--- config.mk ---
export PLATFORM = sky130hd
export DESIGN_NAME = midi_track_event_parser_top
export DESIGN_NICKNAME = d
export VERILOG_FILES = /design/src/rtl/mtep_pkg.sv /design/src/rtl/midi_track_event_parser_top.sv
export SDC_FILE = /design/constraint.sdc
export NUM_CORES = 1
export LEC_CHECK = 0
export BUFFER_PORTS_ARGS = -buffer_cell sky130_fd_sc_hd__buf_2
export CAP_MARGIN = 20
export CORE_MARGIN = 2
export CORE_UTILIZATION = 25
export CTS_CLUSTER_SIZE = 28
export DETAILED_ROUTE_END_ITERATION = 6
export MAX_ROUTING_LAYER = met4
export SLEW_MARGIN = 30
export SYNTH_ARGS = -nofsm -noshare
export SYNTH_HDL_FRONTEND = slang
export SYNTH_SLANG_ARGS = --single-unit
export TNS_END_PERCENT = 1
--- constraint.sdc ---
create_clock -name clk -period 12.28 [get_ports clk]
set_input_delay 1.842 -clock clk [delete_from_list [all_inputs] [get_ports clk]]
set_output_delay 1.842 -clock clk [all_outputs]
set_load 0.02 [all_outputs]
--- src/rtl/mtep_pkg.sv ---
`timescale 1ns / 1ps

package mtep_pkg;

  // Parse phases of the track walker
  typedef enum logic [2:0] {
    PH_HEADER  = 3'd0,
    PH_DELTA   = 3'd1,
    PH_STATUS  = 3'd2,
    PH_NOTE    = 3'd3,
    PH_VEL     = 3'd4,
    PH_OTHER   = 3'd5,
    PH_ENDPEND = 3'd6,
    PH_HALT    = 3'd7
  } phase_t;

  // Result kinds
  localparam logic [2:0] KIND_NOTE_OFF  = 3'd0;
  localparam logic [2:0] KIND_NOTE_ON   = 3'd1;
  localparam logic [2:0] KIND_OTHER     = 3'd2;
  localparam logic [2:0] KIND_TRACK_END = 3'd3;
  localparam logic [2:0] KIND_ERROR     = 3'd4;

  // Error codes
  localparam logic [1:0] ERR_NONE        = 2'd0;
  localparam logic [1:0] ERR_BAD_HEADER  = 2'd1;
  localparam logic [1:0] ERR_BAD_TRACK   = 2'd2;
  localparam logic [1:0] ERR_BAD_NOTE    = 2'd3;

  // Chunk magics and header layout
  localparam logic [31:0] MAGIC_HEAD  = 32'h4d54_6864;
  localparam logic [31:0] MAGIC_TRACK = 32'h4d54_726b;
  localparam logic [31:0] HEAD_LEN    = 32'd6;

  localparam logic [4:0] POS_HEAD_MAGIC  = 5'd3;
  localparam logic [4:0] POS_HEAD_LEN    = 5'd7;
  localparam logic [4:0] POS_TRACK_MAGIC = 5'd17;
  localparam logic [4:0] POS_TRACK_LEN   = 5'd21;

  // Status types that carry a note and a velocity
  localparam logic [3:0] ST_NOTE_OFF = 4'd8;
  localparam logic [3:0] ST_NOTE_ON  = 4'd9;

  localparam logic [1:0] DELTA_LAST_GROUP = 2'd3;

endpackage

--- src/rtl/midi_track_event_parser_top.sv ---
`timescale 1ns / 1ps
// A result is registered; it shows on the output in the cycle after its byte is accepted.
// One byte per cycle unless stalled; the output register refills in the cycle it is taken.
// A byte is taken whenever the result register is empty or being read in that cycle.
// Reset (rst, synchronous, active high) returns the parser to the header phase at position
// zero and empties the result register; restart on a byte does the same for parsing state.
module midi_track_event_parser_top (
  input  logic        clk,
  input  logic        rst,
  input  logic        in_valid,
  output logic        in_ready,
  input  logic [7:0]  data_byte,
  input  logic        restart,
  output logic        out_valid,
  input  logic        out_ready,
  output logic [2:0]  kind,
  output logic [27:0] delta_time,
  output logic [3:0]  status_type,
  output logic [6:0]  note_number,
  output logic [6:0]  note_velocity,
  output logic [7:0]  other_data,
  output logic [1:0]  error_code
);
  import mtep_pkg::*;

  // Parsing state
  phase_t      phase;
  phase_t      phase_next;
  logic [4:0]  header_position;
  logic [31:0] word_shift;
  logic [31:0] bytes_remaining;
  logic [27:0] delta_accumulator;
  logic [1:0]  delta_group_count;
  logic [3:0]  held_status;
  logic [6:0]  held_note;

  // Restart-adjusted view of the control state
  phase_t      cur_phase;
  logic [4:0]  cur_pos;
  logic [31:0] cur_shift;

  logic [31:0] shift_new;
  logic [31:0] remaining_dec;
  logic        accept;

  // Result register inputs
  logic        res_load;
  logic [2:0]  res_kind;
  logic [27:0] res_delta;
  logic [3:0]  res_status;
  logic [6:0]  res_note;
  logic [6:0]  res_vel;
  logic [7:0]  res_other;
  logic [1:0]  res_err;

  assign in_ready = !out_valid || out_ready;
  assign accept   = in_valid && in_ready;

  assign cur_phase     = restart ? PH_HEADER : phase;
  assign cur_pos       = restart ? 5'd0 : header_position;
  assign cur_shift     = restart ? 32'd0 : word_shift;
  assign shift_new     = {cur_shift[23:0], data_byte};
  assign remaining_dec = (bytes_remaining != 32'd0) ? bytes_remaining - 32'd1
                                                    : bytes_remaining;

  // Next phase
  always_comb begin
    phase_next = cur_phase;
    case (cur_phase)
      PH_HEADER: begin
        if ((cur_pos == POS_HEAD_MAGIC && shift_new != MAGIC_HEAD) ||
            (cur_pos == POS_HEAD_LEN && shift_new != HEAD_LEN) ||
            (cur_pos == POS_TRACK_MAGIC && shift_new != MAGIC_TRACK)) begin
          phase_next = PH_HALT;
        end else if (cur_pos >= POS_TRACK_LEN) begin
          phase_next = (shift_new == 32'd0) ? PH_HALT : PH_DELTA;
        end
      end
      PH_DELTA: begin
        if (!data_byte[7] || delta_group_count == DELTA_LAST_GROUP) begin
          phase_next = PH_STATUS;
        end
      end
      PH_STATUS: begin
        phase_next = (data_byte[7:4] inside {ST_NOTE_OFF, ST_NOTE_ON}) ? PH_NOTE : PH_OTHER;
      end
      PH_NOTE: begin
        phase_next = data_byte[7] ? PH_HALT : PH_VEL;
      end
      PH_VEL: begin
        if (data_byte[7]) begin
          phase_next = PH_HALT;
        end else begin
          phase_next = (remaining_dec == 32'd0) ? PH_ENDPEND : PH_DELTA;
        end
      end
      PH_OTHER: begin
        phase_next = (remaining_dec == 32'd0) ? PH_ENDPEND : PH_DELTA;
      end
      PH_ENDPEND: phase_next = PH_HALT;
      PH_HALT:    phase_next = PH_HALT;
      default:    phase_next = PH_HALT;
    endcase
  end

  // Result for the current byte
  always_comb begin
    res_load   = 1'b0;
    res_kind   = KIND_NOTE_OFF;
    res_delta  = '0;
    res_status = '0;
    res_note   = '0;
    res_vel    = '0;
    res_other  = '0;
    res_err    = ERR_NONE;
    case (cur_phase)
      PH_HEADER: begin
        if ((cur_pos == POS_HEAD_MAGIC && shift_new != MAGIC_HEAD) ||
            (cur_pos == POS_HEAD_LEN && shift_new != HEAD_LEN)) begin
          res_load = 1'b1;
          res_kind = KIND_ERROR;
          res_err  = ERR_BAD_HEADER;
        end else if (cur_pos == POS_TRACK_MAGIC && shift_new != MAGIC_TRACK) begin
          res_load = 1'b1;
          res_kind = KIND_ERROR;
          res_err  = ERR_BAD_TRACK;
        end else if (cur_pos >= POS_TRACK_LEN && shift_new == 32'd0) begin
          res_load = 1'b1;
          res_kind = KIND_TRACK_END;
        end
      end
      PH_NOTE: begin
        if (data_byte[7]) begin
          res_load = 1'b1;
          res_kind = KIND_ERROR;
          res_err  = ERR_BAD_NOTE;
        end
      end
      PH_VEL: begin
        res_load = 1'b1;
        if (data_byte[7]) begin
          res_kind = KIND_ERROR;
          res_err  = ERR_BAD_NOTE;
        end else begin
          res_kind   = (held_status == ST_NOTE_ON) ? KIND_NOTE_ON : KIND_NOTE_OFF;
          res_delta  = delta_accumulator;
          res_status = held_status;
          res_note   = held_note;
          res_vel    = data_byte[6:0];
        end
      end
      PH_OTHER: begin
        res_load   = 1'b1;
        res_kind   = KIND_OTHER;
        res_delta  = delta_accumulator;
        res_status = held_status;
        res_other  = data_byte;
      end
      PH_ENDPEND: begin
        res_load = 1'b1;
        res_kind = KIND_TRACK_END;
      end
      default: res_load = 1'b0;
    endcase
  end

  // Control state: phase and header position
  always_ff @(posedge clk) begin
    if (rst) begin
      phase           <= PH_HEADER;
      header_position <= '0;
    end else if (accept) begin
      phase <= phase_next;
      if (cur_phase == PH_HEADER) begin
        header_position <= cur_pos + 5'd1;
      end else begin
        header_position <= cur_pos;
      end
    end
  end

  // Payload state: header word, remaining track bytes, delta and held event fields
  always_ff @(posedge clk) begin
    if (accept) begin
      case (cur_phase)
        PH_HEADER: begin
          word_shift <= shift_new;
          if (cur_pos >= POS_TRACK_LEN) begin
            bytes_remaining   <= shift_new;
            delta_accumulator <= '0;
            delta_group_count <= '0;
          end
        end
        PH_DELTA: begin
          bytes_remaining   <= remaining_dec;
          delta_accumulator <= {delta_accumulator[20:0], data_byte[6:0]};
          if (data_byte[7] && delta_group_count != DELTA_LAST_GROUP) begin
            delta_group_count <= delta_group_count + 2'd1;
          end
        end
        PH_STATUS: begin
          bytes_remaining <= remaining_dec;
          held_status     <= data_byte[7:4];
        end
        PH_NOTE: begin
          bytes_remaining <= remaining_dec;
          held_note       <= data_byte[6:0];
        end
        PH_VEL, PH_OTHER: begin
          bytes_remaining   <= remaining_dec;
          delta_accumulator <= '0;
          delta_group_count <= '0;
        end
        default: bytes_remaining <= bytes_remaining;
      endcase
    end
  end

  // Result register: hold while stalled, load on a result-bearing item
  always_ff @(posedge clk) begin
    if (rst) begin
      out_valid <= 1'b0;
    end else if (in_ready) begin
      out_valid <= accept && res_load;
    end
  end

  always_ff @(posedge clk) begin
    if (accept && res_load) begin
      kind          <= res_kind;
      delta_time    <= res_delta;
      status_type   <= res_status;
      note_number   <= res_note;
      note_velocity <= res_vel;
      other_data    <= res_other;
      error_code    <= res_err;
    end
  end

  // Checks
  a_error_halts: assert property (@(posedge clk) disable iff (rst)
    (accept && res_load && (res_kind == KIND_ERROR || res_kind == KIND_TRACK_END))
      |=> phase == PH_HALT)
    else $error("error or track end did not halt the parser");

  a_header_pos_range: assert property (@(posedge clk) disable iff (rst)
    (phase == PH_HEADER) |-> header_position <= POS_TRACK_LEN)
    else $error("header position ran past the track length field");

  a_error_code: assert property (@(posedge clk) disable iff (rst)
    out_valid |-> ((kind == KIND_ERROR) == (error_code != ERR_NONE)))
    else $error("error code does not match result kind");

  a_note_status: assert property (@(posedge clk) disable iff (rst)
    (out_valid && kind == KIND_NOTE_OFF) |-> status_type == ST_NOTE_OFF)
    else $error("note off result with wrong status");

  a_note_on_status: assert property (@(posedge clk) disable iff (rst)
    (out_valid && kind == KIND_NOTE_ON) |-> status_type == ST_NOTE_ON)
    else $error("note on result with wrong status");

  a_result_held: assert property (@(posedge clk) disable iff (rst)
    (out_valid && !out_ready) |=> (out_valid && $stable(kind) && $stable(delta_time)))
    else $error("stalled result changed");

endmodule
======== Word level (Yosys, flattened, before mapping) ========
Cells that the tools add are included.
cells by class
  add/sub/neg operators ................... 3
  $lt $le $gt $ge ......................... 1
  equality and inequality tests ........... 20
  multiplexer cells ....................... 41
  bitwise operators ....................... 1
  reduce and logical (&&, ||, !) cells .... 32
operator list
  kind                     number
  $pmux W28 S3             1
  $logic_not A32 Y1        2
  $mux W32                 2
  $ne A32 B31 Y1 const B   2
  $pmux W32 S2             1
  $mux W28                 2
  $pmux W28 S2             1
  $mux W3                  12
  $ne A32 B3 Y1 const B    1
  $reduce_bool A32 Y1      1
  $sub A32 B1 Y32 const B  1
  $mux W24                 1
  $pmux W3 S7              1
  $pmux W3 S5              1
  $mux W2                  7
  $eq A3 B3 Y1 const B     4
  $eq A4 B4 Y1 const B     3
  $mux W5                  2
  $pmux W4 S2              1
  $reduce_or A2 Y1         4
  $logic_and A1 B1 Y1      7
  $eq A3 B2 Y1 const B     2
  $ne A2 B2 Y1 const B     3
  $pmux W2 S3              1
  23 further kinds         35
word-level totals
  bits in registers ....................... 165
  bits of input ports ..................... 13
  output and inout bits ................... 61

======== Longest topological paths before layout ========
Gate-level depths: netlist of the first run.
  depth in word-level cells ............... 8
  mapped depth ............................ 12

======== Least setup slack after synthesis of the first run ========
OpenSTA, ideal clock, no wires.
  path type ............................... input port to flip-flop
  from .................................... input port restart
  to ...................................... register bytes_remaining[0], enable pin
  library setup time ...................... 0.432 ns
  arrival time ............................ 4.904 ns
  required time ........................... 11.848 ns
  setup slack ............................. 6.944 ns
  stages .................................. 9
  buffers on the path ..................... 3
  cell sequence ........................... clkbuf_1 clkbuf_1 buf_1 nor2b_1 ha_1 nor4_1 nor4b_1 o21ai_0 a21oi_1
on the way
  word-level cells in the longest chain between the ends .. 5
  elaborated cells between the ends (all ways) .. 13
RTL lines
  element                                                               RTL line                            text
  start: declaration                                                    midi_track_event_parser_top.sv:13   input logic restart,
  parallel branches: the longest is 4 deep, another holds $ge A5 B5 Y1  --
  $reduce_and A3 Y1 (no line) (*)                                       --
  end signal: assignment                                                midi_track_event_parser_top.sv:189  bytes_remaining <= shift_new;
  end signal: assignment                                                midi_track_event_parser_top.sv:195  bytes_remaining <= remaining_dec;
  end signal: assignment                                                midi_track_event_parser_top.sv:202  bytes_remaining <= remaining_dec;
  end: declaration                                                      midi_track_event_parser_top.sv:31   logic [31:0] bytes_remaining;
Every way passes the cells marked *.
A chain may end at the register's enable or synchronous reset.

======== Worst setup path in the final report of the first run ========
  from .................................... input port restart
  to ...................................... register other_data[6], enable pin
on the way
  word-level cells in the longest chain between the ends .. 8
  elaborated cells between the ends (all ways) .. 27
RTL lines
  element                                                   RTL line                                                              text
  $mux W5 / $mux W24 (equally long branches)                midi_track_event_parser_top.sv:60, midi_track_event_parser_top.sv:61
  $ge A5 B5 Y1 / $logic_not A32 Y1 (equally long branches)  midi_track_event_parser_top.sv:127                                    end else if (cur_pos >= POS_TRACK_LEN && shift_new == 32'd0) begin
  $logic_and A1 B1 Y1                                       midi_track_event_parser_top.sv:127
  $mux W1                                                   midi_track_event_parser_top.sv:127
  $mux W1                                                   midi_track_event_parser_top.sv:123                                    end else if (cur_pos == POS_TRACK_MAGIC && shift_new != MAGIC_TRACK) begin
  $mux W1                                                   midi_track_event_parser_top.sv:118                                    if ((cur_pos == POS_HEAD_MAGIC && shift_new != MAGIC_HEAD) ||
  $pmux W1 S3 (*)                                           midi_track_event_parser_top.sv:116                                    case (cur_phase)
  $logic_and A1 B1 Y1 (*)                                   midi_track_event_parser_top.sv:229                                    if (accept && res_load) begin
  end signal: assignment                                    midi_track_event_parser_top.sv:235                                    other_data <= res_other;
  end: declaration                                          midi_track_event_parser_top.sv:21                                     output logic [7:0] other_data,
Every way passes the cells marked *; elsewhere a longest branch is shown, timed or not.

==> impl_metrics.json, run 1 <==
{
  "synthSimpleGateAreaFrac_pct": 24.3,
  "cts_sinks": 165,
  "start_util_pct": 25.5,
  "insertedDiodeCount": 0,
  "cts_buffer_depth": 2,
  "synth.top_cells.by_count": "edfxtp_1 (156), nand2_1 (48), and2_1 (45)",
  "rsz0062_at_grt": "false",
  "drt_iter0_markers": 510,
  "synthMuxAreaShare_pct": 0.720,
  "worstSetupPathType": "in -> reg",
  "endpoint_kind": "flop",
  "yosys.area.top_type": "edfxtp_1",
  "drive_above_1_share_pct": 19.8,
  "path_max_fanout": 59,
  "path_clk_slew_ps": 70,
  "fin_nets": 745,
  "ys_types": 62,
  "grt_start_max_net_pins": 60,
  "maxSlewHeadroom_pct": 49.0,
  "maxSlewViolCount": 0,
  "p_per_area_mw_per_mm2": 138,
  "vdd_ir_drop_max_mv": 0.0967,
  "syn_avg_cell_area_um2": 11.8,
  "drtPass1Iterations": 5,
  "timing.fmax_ghz": 0.202,
  "synthesis.area_mm2": 0.00783,
  "tightest_slew_ps": 764,
  "worstPathArrival_ps": 5020,
  "synth-seq-area-share_pct": 62.2,
  "die_w_um": 181,
  "postRouteAntennaNets": 0,
  "total_power_mw": 1.28,
  "insertion_delay_ps": 440,
  "grt_overflow": 0,
  "boundaryPins": 74,
  "h-tree-depth": 4,
  "hold_violations": 0,
  "skew_ps": 11.2,
  "routed_via_density": 4.90,
  "cts_tree": "yes",
  "synth-compound-area-share_pct": 7.36,
  "first_global_vias": 5313,
  "drc": 0,
  "track_usage_pct": 12.3,
  "globalplace.congestion": 0.892,
  "fillers": 3096,
  "cts-root-buf": "clkbuf_16",
  "crit_required_ps": 12350,
  "async_flop_share_pct": 0,
  "core_area_mm2": 0.0307,
  "maxCapViolations": 0,
  "cts-buffers-inserted": 17,
  "area_growth_pct": 18.1,
  "synthTopCellsByArea": "edfxtp_1 (60%), and2_1 (3.6%), and3_1 (3.2%), dfxtp_1 (2.3%), nand2_1 (2.3%)",
  "fin_crit_sh_pct": 40.3,
  "fp.dieArea_mm2": 0.0327,
  "die_y_um": 181,
  "fin_tns_setup_ps": 0,
  "portBuffers": 73,
  "antenna_found_initial": 0,
  "synthCells": 662,
  "synth_seq_cells": 165,
  "grt_pass1_wl_mm": 30.6,
  "critPathLaunchType": "primary input",
  "cts_resized": 0,
  "cts_setup_buffers": 0,
  "rrSetupSlack_ps": 9250,
  "dr_total_vias": 5575,
  "fin_crit_ps": 4950,
  "utilization_pct": 30.1,
  "setup_viol": 0,
  "min_path_type": "reg -> reg",
  "synth-xor-area-share_pct": 2.24,
  "outcome": "finished, final reports clean",
  "synth_edf_count": 156,
  "synthFlopType": "edfxtp_1",
  "wl_per_cell_um": 17.0,
  "yosys_warnings": 0,
  "cts_hold_buffers": 0,
  "finalHoldWorstSlack_ps": 523,
  "synth.most_common_cell": "edfxtp_1",
  "synth_top_area_share_pct": 59.9,
  "synth_top_family_by_area": "simple AND/OR/NAND/NOR gates",
  "power.leakage_nw": 3.17,
  "synthAdderAreaFrac_pct": 0.640,
  "syn_nets": 679,
  "hpwl_mm": 13.1,
  "rows": 64,
  "wirelength_mm": 19.4
}
registers in the layout (all words and copies together) (netlist names), 3 cells and up:
register	count
bytes_remaining	32
held_note	7
phase	3
header_position	5
delta_accumulator	28
delta_time	28
held_status	4
note_number	7
other_data	8
note_velocity	7
word_shift	24
kind	3
status_type	4
worst paths after layout:
path | startpoint | endpoint | cells after the start
max | restart | other_data[6]$_SDFFCE_PP0P_ | 11
min | held_note[0]$_DFFE_PP_ | note_number[0]$_SDFFCE_PP0P_ | 1
max reg2reg | bytes_remaining[22]$_DFFE_PP_ | phase[2]$_SDFFE_PP0P_ | 8
min reg2reg | held_note[0]$_DFFE_PP_ | note_number[0]$_SDFFCE_PP0P_ | 1
per-stage QoR:
step	instance area [um^2]	cells	setup slack [ps]
finish	9240	1137	7330
global route	9240	1137	7030
CTS	9240	1137	7380
detailed placement	8620	1105	6900
global placement	8620	1105	7080
floorplan	7830	662	6940
power breakdown:
part | internal, mW | switching [mW] | total [mW] | leakage, nW
Combinational | 0.0236 | 0.0536 | 0.0772 | 1.38
Clock | 0.292 | 0.257 | 0.549 | 0.297
Sequential | 0.634 | 0.0153 | 0.649 | 1.49
Total | 0.950 | 0.326 | 1.28 | 3.17
metal layers:
metal  vias up  routed length [um]  track usage, %
li1       2636                   -               -
met1      2731                9070            16.3
met2       179                8930            18.5
met3        29                 986            2.46
met4         0                 397            4.61
met5         -                   0               -
logic make-up after synthesis:
family	count (synthesis)
mux	5
buf+inv	48
flops	165
simple gates	327
fa+ha+maj	4
xor+xnor	20
compound gates	93
critical path: stages:
cell	delay [ps]
buf_2	540
inv_1	440
nand2_1	200
ha_1	180
nor4_1	50
nor4b_1	380
nand4_1	260
nand4_1	160
o311ai_0	210
inv_2	90
buf_4	570
cell usage in the layout (no fill, tap or decap), types with 4 or more instances in the layout:
| cell | instances |
|---|---|
| a211oi_1 | 5 |
| a21oi_1 | 16 |
| a31oi_1 | 6 |
| and2_1 | 45 |
| and3_1 | 40 |
| buf_2 | 73 |
| buf_4 | 8 |
| clkbuf_16 | 17 |
| clkinv_8 | 4 |
| dfxtp_1 | 9 |
| edfxtp_1 | 156 |
| ha_1 | 4 |
| inv_1 | 13 |
| inv_6 | 4 |
| mux2_2 | 5 |
| nand2_1 | 46 |
| nand2_2 | 4 |
| nand2b_1 | 5 |
| nand3_1 | 26 |
| nand4_1 | 11 |
| nor2_1 | 42 |
| nor2b_1 | 18 |
| nor3_1 | 19 |
| nor4_1 | 22 |
| nor4_4 | 4 |
| o21ai_0 | 33 |
| o21ai_1 | 4 |
| o31ai_1 | 9 |
| or3_1 | 10 |
| or4_1 | 4 |
| xnor2_1 | 12 |
| xor2_1 | 8 |
layout make-up:
class	instances	area, um^2	area share (%)
multi-input cells	449	2800	30.2
clock inverters	15	185	2.00
repair buffers	81	425	4.60
clock buffers	17	425	4.60
inverters	14	52.6	0.568
well taps	396	495	5.36
flip-flops and latches	165	4860	52.6
No activity file was read; power rests on OpenSTA's default activity.
==> run 2: changes to the inputs <==
==> constraint.sdc (replaced) <==
create_clock -name clk -period 4.7 [get_ports clk]
set_input_delay 0.705 -clock clk [delete_from_list [all_inputs] [get_ports clk]]
set_output_delay 0.705 -clock clk [all_outputs]
set_load 0.02 [all_outputs]
==> impl_metrics.json, run 2 (synthesis gave the netlist of run 1 again) <==
{
  "crit_path_frequent_cell": "nand4_1",
  "die_w_um": 181,
  "insertedDiodeCount": 0,
  "layout_commonest_cell": "edfxtp_1",
  "fin_crit_ps": 3100,
  "globalplace.congestion": 0.895,
  "p_per_area_mw_per_mm2": 358,
  "regArea_mm2": 0.00486,
  "wl_per_cell_um": 17.1,
  "timing.fmax_ghz": 0.322,
  "hpwl_mm": 13.2,
  "critical-path-max-stage-delay_ps": 540,
  "power.leakage_nw": 3.18,
  "routed_via_density": 4.88,
  "grt_overflow": 0,
  "worstSetupPathType": "in -> reg",
  "endpoint_kind": "flop",
  "p_sw_share_pct": 25.2,
  "area_growth_pct": 18.6,
  "boundaryPins": 74,
  "p_int_mw": 2.49,
  "wirelength_mm": 19.5,
  "final_cell_mix": "edfxtp_1 (156), buf_2 (73), nand2_1 (47)",
  "skew_ps": 5.88,
  "vdd_ir_drop_max_mv": 0.264,
  "start_util_pct": 25.5,
  "cts_setup_buffers": 0,
  "drtPass1Iterations": 5,
  "h-tree-depth": 4,
  "grt_start_max_net_pins": 60,
  "dr_total_vias": 5556,
  "p_switching_mw": 0.836,
  "crit_required_ps": 4790,
  "core_area_mm2": 0.0307,
  "outcome": "finished, final reports clean",
  "largest_reg_flops": 32,
  "drc": 0,
  "utilization_pct": 30.3,
  "path_clk_slew_ps": 70,
  "rows": 64,
  "tightest_slew_ps": 861,
  "maxCapViolations": 0,
  "dpl_cell_area_mm2": 0.00866,
  "track_usage_pct": 12.1,
  "min_path_type": "reg -> reg",
  "fin_nets": 747,
  "die_y_um": 181,
  "fin_crit_sh_pct": 66.0,
  "insertion_delay_ps": 420,
  "fillers": 3110,
  "maxSlewViolCount": 0,
  "antenna_found_initial": 0,
  "worstPathArrival_ps": 3190,
  "cts_tree": "yes",
  "cts-root-buf": "clkbuf_16",
  "top_regs": "bytes_remaining: 32 flops, delta_accumulator: 28 flops, delta_time: 28 flops",
  "postRouteAntennaNets": 0,
  "combPwrFrac_pct": 6.1,
  "drive_above_1_share_pct": 19.9,
  "power_frac_seq_pct": 51.1,
  "rsz0062_at_grt": "false",
  "cts_hold_buffers": 0,
  "fp.dieArea_mm2": 0.0327,
  "maxSlewHeadroom_pct": 42.1,
  "cts-buffers-inserted": 17,
  "hold_violations": 0,
  "fin_area_mm2": 0.00928,
  "drt_iter0_markers": 552,
  "cts_buffer_depth": 2,
  "fin_tns_setup_ps": 0,
  "top_register": "bytes_remaining",
  "p_clk_share_pct": 42.8,
  "grt_pass1_wl_mm": 30.3,
  "first_global_vias": 5251,
  "critPathLaunchType": "primary input",
  "portBuffers": 73,
  "cts_resized": 0,
  "cp_slowest_cell": "buf_2",
  "path_max_fanout": 59,
  "cts_sinks": 165,
  "path_cells": "buf_2 -> inv_1 -> nand2_1 -> ha_1 -> nor4_1 -> nor4b_1 -> nand4_1 -> nand4_1 -> o311ai_0 -> inv_2 -> buf_12",
  "multi_input_area_mm2": 0.00279,
  "setup_viol": 0
}
## run 2: worst paths after layout
| path | end | slack (ps) | depth (start not counted) | startpoint |
|---|---|---|---|---|
| max | status_type[0]$_DFFE_PP_ | 1600 | 11 | restart |
| min | note_number[2]$_SDFFCE_PP0P_ | 530 | 1 | held_note[2]$_DFFE_PP_ |
| min reg2reg | note_number[2]$_SDFFCE_PP0P_ | 530 | 1 | held_note[2]$_DFFE_PP_ |
| max reg2reg | phase[2]$_SDFFE_PP0P_ | 1620 | 8 | bytes_remaining[28]$_DFFE_PP_ |
## run 2: metrics by stage
step / hold slack, ps / cells / power, mW / setup slack [ps]
floorplan: 497 / 662 / 1.85 / 501
global placement: 505 / 1107 / 1.93 / 1280
detailed placement: 509 / 1107 / 1.93 / 1200
CTS: 526 / 1139 / 3.35 / 1630
global route: 536 / 1139 / 3.44 / 1320
finish: 525 / 1139 / 3.32 / 1600
## run 2: layout make-up
cell class / count / share of cell area [%]
Sequential cell: 165 / 52.4
Timing Repair Buffer: 83 / 5.02
Multi-Input combinational cell: 449 / 30.1
Inverter: 14 / 0.566
Tap cell: 396 / 5.34
Clock buffer: 17 / 4.58
Clock inverter: 15 / 1.97
## run 2: critical path, delay by kind of cell
family	cells	cell delay (ps)
simple gates	5	930
fa+ha+maj	1	180
buf+inv	4	1090
compound gates	1	210
## run 2: metal layers
metal | routed length, um | part of all wire [%] | track usage, %
met1 | 9030 | 46 | 16.0
met2 | 8840 | 45 | 18.4
met3 | 1140 | 5.9 | 2.92
met5 | 0 | 0 | -
met4 | 443 | 2.3 | 3.84
## run 2: power groups by stage
stage | Clock (mW) | Sequential [mW] | Combinational [mW]
6_report | 1.42 | 1.70 | 0.204
5_1_grt | 1.51 | 1.70 | 0.225
4_1_cts | 1.45 | 1.70 | 0.205
3_5_place_dp | 0 | 1.73 | 0.203
3_3_place_gp | 0 | 1.73 | 0.200
2_1_floorplan | 0 | 1.72 | 0.128
==> run 3: changes to the inputs <==
--- a/config.mk
+++ b/config.mk
@@ -5,6 +5,7 @@
 export SDC_FILE = /design/constraint.sdc
 export NUM_CORES = 1
 export LEC_CHECK = 0
+export ABC_AREA = 1
 export BUFFER_PORTS_ARGS = -buffer_cell sky130_fd_sc_hd__buf_2
 export CAP_MARGIN = 20
 export CORE_MARGIN = 2
==> constraint.sdc (replaced) <==
create_clock -name clk -period 3 [get_ports clk]
set_input_delay 0.45 -clock clk [delete_from_list [all_inputs] [get_ports clk]]
set_output_delay 0.45 -clock clk [all_outputs]
set_load 0.02 [all_outputs]
==> impl_metrics.json, run 3 <==
{
  "fin_nets": 1034,
  "path_max_fanout": 4,
  "p_clk_share_pct": 42.5,
  "cts_resized": 0,
  "synth_top_area_share_pct": 57.2,
  "fillers": 3463,
  "syn_avg_cell_area_um2": 8.84,
  "cts_buffer_depth": 2,
  "area_growth_pct": 20.4,
  "synth_edf_count": 156,
  "path_cells": "nor2_1 -> nand2_1 -> nor2_1 -> nand2_1 -> o21ai_1 -> nand2_1 -> o21ai_0 -> nand2_1 -> nor2_1 -> nand2_1 -> nand2_1 -> nand2_1 -> nand2_1 -> a21oi_1",
  "critical-path-max-stage-delay_ps": 450,
  "min_path_type": "in -> reg",
  "rows": 66,
  "timing.fmax_ghz": 0.369,
  "power.leakage_nw": 4.07,
  "critPathBufInv": 0,
  "dp_slack_ps": 173,
  "synthCells": 926,
  "path_clk_slew_ps": 70,
  "drive_above_1_share_pct": 14.3,
  "cts_tree": "yes",
  "hold_violations": 0,
  "portBuffers": 73,
  "vdd_ir_drop_max_mv": 0.428,
  "routed_via_density": 4.42,
  "power_frac_seq_pct": 49.6,
  "maxCapViolations": 0,
  "p_per_area_mw_per_mm2": 544,
  "combPwrFrac_pct": 7.9,
  "fp.dieArea_mm2": 0.0342,
  "grt_start_max_net_pins": 55,
  "async_flop_share_pct": 0,
  "top_regs": "bytes_remaining: 32 flops, delta_accumulator: 28 flops, delta_time: 28 flops",
  "postRouteAntennaNets": 0,
  "p_int_mw": 3.89,
  "maxSlewViolCount": 0,
  "wl_per_cell_um": 14.9,
  "cts-root-buf": "clkbuf_16",
  "endpoint_kind": "flop",
  "boundaryPins": 74,
  "insertion_delay_ps": 440,
  "crit_family": "simple AND/OR/NAND/NOR gates",
  "outcome": "finished, final reports clean",
  "die_y_um": 185,
  "layout_commonest_cell": "nand2_1",
  "setup_viol": 0,
  "wirelength_mm": 21.9,
  "yosys_warnings": 0,
  "skew_ps": 11.8,
  "utilization_pct": 30.4,
  "synth_seq_cells": 165,
  "largest_reg_flops": 32,
  "grt_pass1_wl_mm": 34.5,
  "rsz0062_at_grt": "false",
  "cts_setup_buffers": 0,
  "track_usage_pct": 13.5,
  "cp_slowest_cell": "edfxtp_1",
  "final_cell_mix": "nand2_1 (214), nor2_1 (209), edfxtp_1 (156)",
  "fin_crit_sh_pct": 90.4,
  "drtPass1Iterations": 5,
  "top_register": "bytes_remaining",
  "synth-seq-area-share_pct": 59.4,
  "crit_path_frequent_cell": "nand2_1",
  "regArea_mm2": 0.00486,
  "worstPathArrival_ps": 3040,
  "drc": 0,
  "tightest_slew_ps": 489,
  "synthTopCellsByArea": "edfxtp_1 (57%), nand2_1 (9.8%), nor2_1 (9.8%), inv_1 (5.9%), o21ai_0 (2.9%)",
  "core_area_mm2": 0.0324,
  "yosys.area.top_type": "edfxtp_1",
  "ys_types": 36,
  "p_sw_share_pct": 27.4,
  "syn_nets": 943,
  "first_global_vias": 6431,
  "globalplace.congestion": 0.870,
  "worstSetupPathType": "reg -> reg",
  "synth.top_cells.by_count": "nand2_1 (214), nor2_1 (213), edfxtp_1 (156)",
  "grt_overflow": 0,
  "start_util_pct": 25.3,
  "fin_crit_ps": 2710,
  "critPathLaunchType": "flop",
  "h-tree-depth": 4,
  "synthFlopType": "edfxtp_1",
  "synth.most_common_cell": "nand2_1",
  "cts-buffers-inserted": 17,
  "cts_hold_buffers": 0,
  "worst_slack_ps": 289,
  "dr_total_vias": 6516,
  "antenna_found_initial": 1,
  "die_w_um": 185,
  "synthesis.area_mm2": 0.00819,
  "crit_required_ps": 3330,
  "cts_sinks": 165,
  "drt_iter0_markers": 501,
  "multi_input_area_mm2": 0.00274,
  "hpwl_mm": 16.3,
  "p_switching_mw": 1.47,
  "maxSlewHeadroom_pct": 67.4
}
[run 3: cell families (layout without fill, tap and decap cells)]
| logic type | count (synthesis) | in the layout | share of synthesized area (%) |
|---|---|---|---|
| flip-flops | 165 | 165 | 59.4 |
| adder cells (fa/ha/maj) | 4 | 4 | 0.611 |
| other | 0 | 1 | 0 |
| AND/OR/NAND/NOR | 521 | 521 | 26.8 |
| AO/OA/AOI/OAI | 74 | 74 | 4.77 |
| XOR/XNOR | 11 | 11 | 1.18 |
| buffers and inverters | 151 | 255 | 7.20 |
[run 3: layer usage]
layer  up-vias  wire length [um]  track usage (%)
met4         0               495             5.14
met5         -                 0                -
met3        34               958             2.34
met2       186             10200             20.8
met1      3088             10300             17.7
li1       3208                 -                -
[run 3: path summary, 6_finish.rpt]
check | from | endpoint | slack (ps) | cells past startpoint
worst min-delay path | rst | phase[0]$_SDFFE_PP0P_ | 220 | 2
worst max-delay path | bytes_remaining[2]$_DFFE_PP_ | phase[0]$_SDFFE_PP0P_ | 290 | 14
worst min register to register | header_position[4]$_SDFFE_PP0P_ | header_position[4]$_SDFFE_PP0P_ | 490 | 2
worst max register to register | bytes_remaining[2]$_DFFE_PP_ | phase[0]$_SDFFE_PP0P_ | 290 | 14
[run 3: stage by stage]
stage / instances / setup TNS [ps] / instance area, um^2 / hold WS (ps) / power, mW
CTS: 1472 / 0 / 9850 / 208 / 5.41
floorplan: 926 / -12640 / 8190 / 464 / 2.96
detailed placement: 1440 / 0 / 9210 / 484 / 3.13
finish: 1473 / 0 / 9860 / 217 / 5.36
global route: 1473 / 0 / 9860 / 223 / 5.54
global placement: 1440 / 0 / 9210 / 483 / 3.13
[run 3: cell type report]
cell class	count	share of cell area [%]
Inverter	132	5.09
Timing Repair Buffer	91	5.59
Multi-Input combinational cell	610	27.8
Tap cell	442	5.61
Clock buffer	17	4.32
Clock inverter	15	2.20
Antenna cell	1	0.0254
Sequential cell	165	49.4
[run 3: power groups by stage]
stage | clock (mW) | sequential [mW] | combinational, mW
6_report | 2.28 | 2.66 | 0.422
5_1_grt | 2.40 | 2.67 | 0.472
3_5_place_dp | 0 | 2.71 | 0.420
3_3_place_gp | 0 | 2.71 | 0.420
2_1_floorplan | 0 | 2.72 | 0.242
4_1_cts | 2.33 | 2.66 | 0.422
